$ cat src/design/tsf_pkg.sv
package tsf_pkg;

  // history depth and derived widths
  localparam int DEPTH      = 1024;
  localparam int ADDR_W     = $clog2(DEPTH);
  localparam int SEEN_W     = $clog2(DEPTH + 1);
  localparam int NUM_TAPS   = 3;

  // field widths
  localparam int SAMPLE_W   = 16;
  localparam int PEAK_W     = 9;
  localparam int GAP_W      = 10;
  localparam int GAIN_W     = 24;
  localparam int CFG_IDX_W  = 2;
  localparam int CFG_DATA_W = 24;

  // arithmetic widths
  localparam int RAW_DLY_W  = ((GAP_W > PEAK_W + 1) ? GAP_W : PEAK_W + 1) + 1;
  localparam int DIFF_W     = SAMPLE_W + 3;
  localparam int P_W        = 27;
  localparam int S_W        = 56;
  localparam int S_FRAC     = 8;
  localparam int PROD_W     = GAIN_W + 1 + DIFF_W;
  localparam int SUM_W      = S_W + 2;

  // register reset values
  localparam logic [PEAK_W-1:0] PEAK_RST = PEAK_W'(64);
  localparam logic [GAP_W-1:0]  GAP_RST  = GAP_W'(32);
  localparam logic [GAIN_W-1:0] GAIN_RST = '0;

  typedef logic [ADDR_W-1:0]          addr_t;
  typedef logic [SEEN_W-1:0]          seen_t;
  typedef logic signed [SAMPLE_W-1:0] sample_t;
  typedef logic signed [DIFF_W-1:0]   diff_t;

  typedef enum logic [CFG_IDX_W-1:0] {
    CFG_PEAK = 2'd0,
    CFG_GAP  = 2'd1,
    CFG_GAIN = 2'd2
  } cfg_idx_t;

  // where a delayed tap takes its value from
  typedef enum logic [1:0] {
    TAP_MEM,
    TAP_CUR,
    TAP_ZERO
  } tap_sel_t;

  // difference beat handed to the accumulator stages
  typedef struct packed {
    logic  valid;
    logic  first;
    diff_t diff;
  } diff_beat_t;

  // delays past the history depth read the oldest entry
  function automatic seen_t clamp_dly(input logic [RAW_DLY_W-1:0] v);
    seen_t r;
    if (32'(v) > DEPTH) r = SEEN_W'(DEPTH);
    else                r = SEEN_W'(v);
    return r;
  endfunction

endpackage

$ cat src/design/tsf_if.sv


// shaped output stream
interface tsf_out_if;
  logic                          valid;
  logic                          ready;
  logic signed [tsf_pkg::S_W-1:0] trap_out;

  modport source (output valid, output trap_out, input ready);
  modport sink   (input valid, input trap_out, output ready);
endinterface

$ cat src/design/tsf_accum.sv
// Running sums: p += d, then s += p*256 + M*d, both saturating.
module tsf_accum (
  input  logic                          clk,
  input  logic                          rst_n,
  input  tsf_pkg::diff_beat_t           din,
  input  logic [tsf_pkg::GAIN_W-1:0]    pz_gain,
  output logic                          acc_ready,
  tsf_out_if.source                     out_ch
);

  localparam int P_W    = tsf_pkg::P_W;
  localparam int S_W    = tsf_pkg::S_W;
  localparam int SUM_W  = tsf_pkg::SUM_W;
  localparam int PROD_W = tsf_pkg::PROD_W;

  logic                     v3_r, v4_r;
  logic                     first3_r;
  logic signed [P_W-1:0]    p3_r;
  logic signed [PROD_W-1:0] prod3_r;
  logic signed [S_W-1:0]    s_r;

  logic                     ready3, ready4;
  logic signed [P_W-1:0]    p_base;
  logic signed [P_W:0]      p_sum;
  logic signed [P_W-1:0]    p_sat;
  logic signed [PROD_W-1:0] prod;
  logic signed [S_W-1:0]    s_base;
  logic signed [SUM_W-1:0]  s_sum;
  logic signed [S_W-1:0]    s_sat;

  // stage handshake, bubbles collapse
  assign ready4    = !v4_r || out_ch.ready;
  assign ready3    = !v3_r || ready4;
  assign acc_ready = ready3;

  // p update and pole-zero product
  assign p_base = din.first ? '0 : p3_r;
  assign p_sum  = (P_W + 1)'(p_base) + (P_W + 1)'(din.diff);
  always_comb begin
    if (p_sum[P_W] != p_sum[P_W-1]) begin
      p_sat = p_sum[P_W] ? {1'b1, {(P_W - 1){1'b0}}} : {1'b0, {(P_W - 1){1'b1}}};
    end else begin
      p_sat = p_sum[P_W-1:0];
    end
  end
  assign prod = $signed({1'b0, pz_gain}) * din.diff;

  // p register doubles as the running difference sum
  always_ff @(posedge clk) begin
    if (!rst_n) begin
      v3_r <= 1'b0;
      p3_r <= '0;
    end else if (ready3) begin
      v3_r <= din.valid;
      if (din.valid) begin
        p3_r <= p_sat;
      end
    end
  end

  always_ff @(posedge clk) begin
    if (ready3 && din.valid) begin
      prod3_r  <= prod;
      first3_r <= din.first;
    end
  end

  // s update
  assign s_base = first3_r ? '0 : s_r;
  assign s_sum  = SUM_W'(s_base) + (SUM_W'(p3_r) <<< tsf_pkg::S_FRAC) + SUM_W'(prod3_r);
  always_comb begin
    if ((s_sum[SUM_W-1] != s_sum[S_W-1]) || (s_sum[SUM_W-2] != s_sum[S_W-1])) begin
      s_sat = s_sum[SUM_W-1] ? {1'b1, {(S_W - 1){1'b0}}} : {1'b0, {(S_W - 1){1'b1}}};
    end else begin
      s_sat = s_sum[S_W-1:0];
    end
  end

  // output register holds the trapezoid sum
  always_ff @(posedge clk) begin
    if (!rst_n) begin
      v4_r <= 1'b0;
      s_r  <= '0;
    end else if (ready4) begin
      v4_r <= v3_r;
      if (v3_r) begin
        s_r <= s_sat;
      end
    end
  end

  assign out_ch.valid    = v4_r;
  assign out_ch.trap_out = s_r;

endmodule
$ cat src/flat_wrapper.sv
// flat-port wrapper written by rule: the top's interface ports become plain ports
module tsf_accum_flat 
  (clk, rst_n, din, pz_gain, acc_ready, out_ch_valid, out_ch_trap_out, out_ch_ready);
  tsf_out_if out_ch_i ();
  input  logic clk;
  input  logic rst_n;
  input  tsf_pkg::diff_beat_t din;
  input  logic [tsf_pkg::GAIN_W-1:0] pz_gain;
  output logic acc_ready;
  output wire logic [$bits(out_ch_i.valid)-1:0] out_ch_valid;
  output wire logic [$bits(out_ch_i.trap_out)-1:0] out_ch_trap_out;
  input wire logic [$bits(out_ch_i.ready)-1:0] out_ch_ready;
  assign out_ch_valid = out_ch_i.valid;
  assign out_ch_trap_out = out_ch_i.trap_out;
  assign out_ch_i.ready = out_ch_ready;
  tsf_accum u_core (.clk(clk), .rst_n(rst_n), .din(din), .pz_gain(pz_gain), .acc_ready(acc_ready), .out_ch(out_ch_i));
endmodule
$ cat config.mk
export PLATFORM = sky130hd
export DESIGN_NAME = tsf_accum_flat
export DESIGN_NICKNAME = d
export VERILOG_FILES = /design/src/design/tsf_pkg.sv /design/src/design/tsf_if.sv /design/src/design/tsf_accum.sv /design/src/flat_wrapper.sv
export SDC_FILE = /design/constraint.sdc
export NUM_CORES = 2
export LEC_CHECK = 0
export BUFFER_PORTS_ARGS = -buffer_cell sky130_fd_sc_hd__clkbuf_2
export CAP_MARGIN = 20
export CORE_MARGIN = 4
export CORE_UTILIZATION = 45
export DETAILED_ROUTE_END_ITERATION = 6
export PLACE_DENSITY_LB_ADDON = 0.12
export SYNTH_ARGS = -nofsm -noshare
export SYNTH_HDL_FRONTEND = slang
export SYNTH_SLANG_ARGS = --single-unit
$ cat constraint.sdc
create_clock -name clk -period 9.85 [get_ports clk]
set_input_delay 1.97 -clock clk [delete_from_list [all_inputs] [get_ports clk]]
set_output_delay 1.97 -clock clk [all_outputs]
set_load 0.005 [all_outputs]
==> impl_metrics.json <==
{
  "rsz0062_at_grt": "no",
  "start_util": 0.456,
  "fp.coreArea_um2": 56500,
  "cts_sinks": 130,
  "fin_nets": 3650,
  "drive_above_1_share": 0.0717,
  "num_vias": 19900,
  "die_x_um": 247,
  "synth_top_area_share": 0.329,
  "postCtsSetupBuffers": 0,
  "syn_inst": 2885,
  "finalSetupViolCount": 0,
  "totalWireLength_um": 73600,
  "relSlewSlack": 0.321,
  "maxUsedRoutingLayer": "met4",
  "synth_async_sr_flop_share": 0,
  "ys_seq_elements": 130,
  "ys_warn_count": 0,
  "syn_to_final_growth_pct": 7.30,
  "final_common_cell": "fa_1",
  "endpoint_kind": "flop",
  "ys.flop_type": "dfxtp_1",
  "antenna_found_initial": 4,
  "synth.distinct_cells": 72,
  "clkTransAtPathRegs_ns": 0.06,
  "ys_seq_area_frac": 0.119,
  "viasPerCell": 5.40,
  "grt_pass1_vias": 21200,
  "synth_area_leader_cell": "fa_1",
  "crit_path_start_kind": "primary input",
  "final_max_slew_viol_count": 0,
  "drv_cap": 0,
  "chipHeight_um": 247,
  "fillCellCount": 5411,
  "wl_met2_um": 34500,
  "drtPass1Iterations": 5,
  "rows": 87,
  "detailedPlace.worstSlack_ns": 0.433,
  "synthTopCellsByArea": "fa_1 (33%), ha_1 (13%), dfxtp_1 (6.6%)",
  "fmax_mhz": 111,
  "cp.arrival_ns": 9.18,
  "dp_hpwl_um": 58200,
  "hold_buffers": 0,
  "fin_ws_ns": 0.863,
  "finalCritPeriodShare": 0.912,
  "syn_nets": 3619,
  "grt_overflow": 0,
  "drtIter0Drc": 1129,
  "synth_edf_count": 45,
  "status": "completed",
  "clockRootBuffer": "clkbuf_16",
  "timing_hold_violations_final": 0,
  "htreeDepth": 4,
  "grt_max_degree": 99,
  "syn_area_per_cell_um2": 8.92,
  "cts_resized": 0,
  "required_ns": 10.04,
  "cts_inserted_buffers": 17,
  "mostFrequentLayoutCells": "fa_1 (423), inv_1 (417), nand2_1 (283)",
  "syn-cell-area_um2": 25700,
  "grt_usage": 0.247,
  "gp_congestion": 0.864,
  "die-area_um2": 61100,
  "crit_type": "primary input to flop",
  "drc": 0,
  "grt_pass1_wl_um": 118000,
  "cts_tree": "done",
  "reg2reg_depth": 17,
  "clock_latency_ns": 0.44,
  "wl_met1_um": 33000,
  "io_buffers": 105,
  "routed-wl-met3_um": 4440,
  "fin_crit_ns": 8.99,
  "ant_nets": 0,
  "worstHoldPathCells": 2,
  "path_max_fanout": 18,
  "skew_ns": 0.0125,
  "post_drt_wl_per_cell_um": 20.0,
  "io_pins": 106,
  "hold_path_class": "flop to flop",
  "tns_ns": 0,
  "clockBufferDepth": 2,
  "max_slew.worst_pin.slew_ns": 1.02
}
-- synth_stat cells (26+ instances only) --
cell type  instances
o21ai_0          136
nand2_1          283
dfxtp_1           85
a21oi_1          193
and2_1           220
a21o_1            66
ha_1             263
fa_1             423
inv_1            417
nor2b_1          120
xor2_1            46
nor2_1           120
clkbuf_1         124
edfxtp_1          45
xnor2_1           63
maj3_1            26
-- final cells by class --
cell class / count / area (um2) / area share
clock inverters: 12 / 158 / 0.00571
repair buffers: 147 / 861 / 0.0312
clock buffers: 20 / 447 / 0.0162
well taps: 756 / 946 / 0.0342
inverters: 417 / 1570 / 0.0567
flip-flops and latches: 130 / 3050 / 0.111
multi-input cells: 2203 / 20600 / 0.745
diodes: 3 / 7.51 / 0.000272
-- worst paths after layout --
path	start	end	slack (ns)
worst max-delay path	din[6]	u_core.prod3_r[28]	0.86
worst min-delay path	u_core.out_ch.trap_out[22]	u_core.out_ch.trap_out[22]	0.53
worst max register to register	u_core.first3_r	u_core.out_ch.trap_out[54]	4.21
worst min register to register	u_core.out_ch.trap_out[22]	u_core.out_ch.trap_out[22]	0.53
-- stage by stage --
step / instance area [um2] / hold slack (ns) / instances / utilization
detailed placement: 27000 / 0.510 / 3652 / 0.478
global route: 27600 / 0.554 / 3686 / 0.489
global placement: 27000 / 0.496 / 3652 / 0.478
CTS: 27600 / 0.532 / 3684 / 0.488
finish: 27600 / 0.526 / 3688 / 0.489
floorplan: 25700 / 0.477 / 2885 / -
-- flip-flops by register name, indices dropped and copies added, names as in the netlist --
name / count
u_core.first3_r: 1
u_core.out_ch.valid: 1
u_core.v3_r: 1
u_core.prod3_r: 44
u_core.out_ch.trap_out: 56
u_core.p3_r: 27
-- routing by layer --
layer  vias up  global-route usage
met5         -                   0
met4         0              0.0682
met3       106              0.0304
met2       604               0.407
met1      9918               0.344
li1       9298                   -
-- logic make-up after synthesis --
logic type      synth area share
simple gates               0.170
fa+ha+maj                  0.467
buf+inv                   0.0827
compound gates             0.122
flops                      0.119
xor+xnor                  0.0377
mux                      0.00136
-- worst max-delay path, stage by stage --
cell and delay [ns]:
clkbuf_2 0.33, and2_1 0.31, fa_1 0.41, fa_1 0.51, inv_1 0.06, fa_1 0.48
inv_1 0.06, fa_1 0.49, inv_1 0.05, fa_1 0.52, inv_1 0.05, fa_1 0.44
ha_1 0.30, ha_1 0.31, o21a_1 0.14, or2_2 0.30, a311oi_1 0.63, nor2_1 0.25
o31ai_1 0.62, nand3_1 0.21, a31o_2 0.31, a21o_1 0.18, a21oi_1 0.17, xnor2_1 0.08
Power is left out: the tool's default activity adds up to more than one toggle a clock period on the data nets, which glitch-free logic cannot reach.
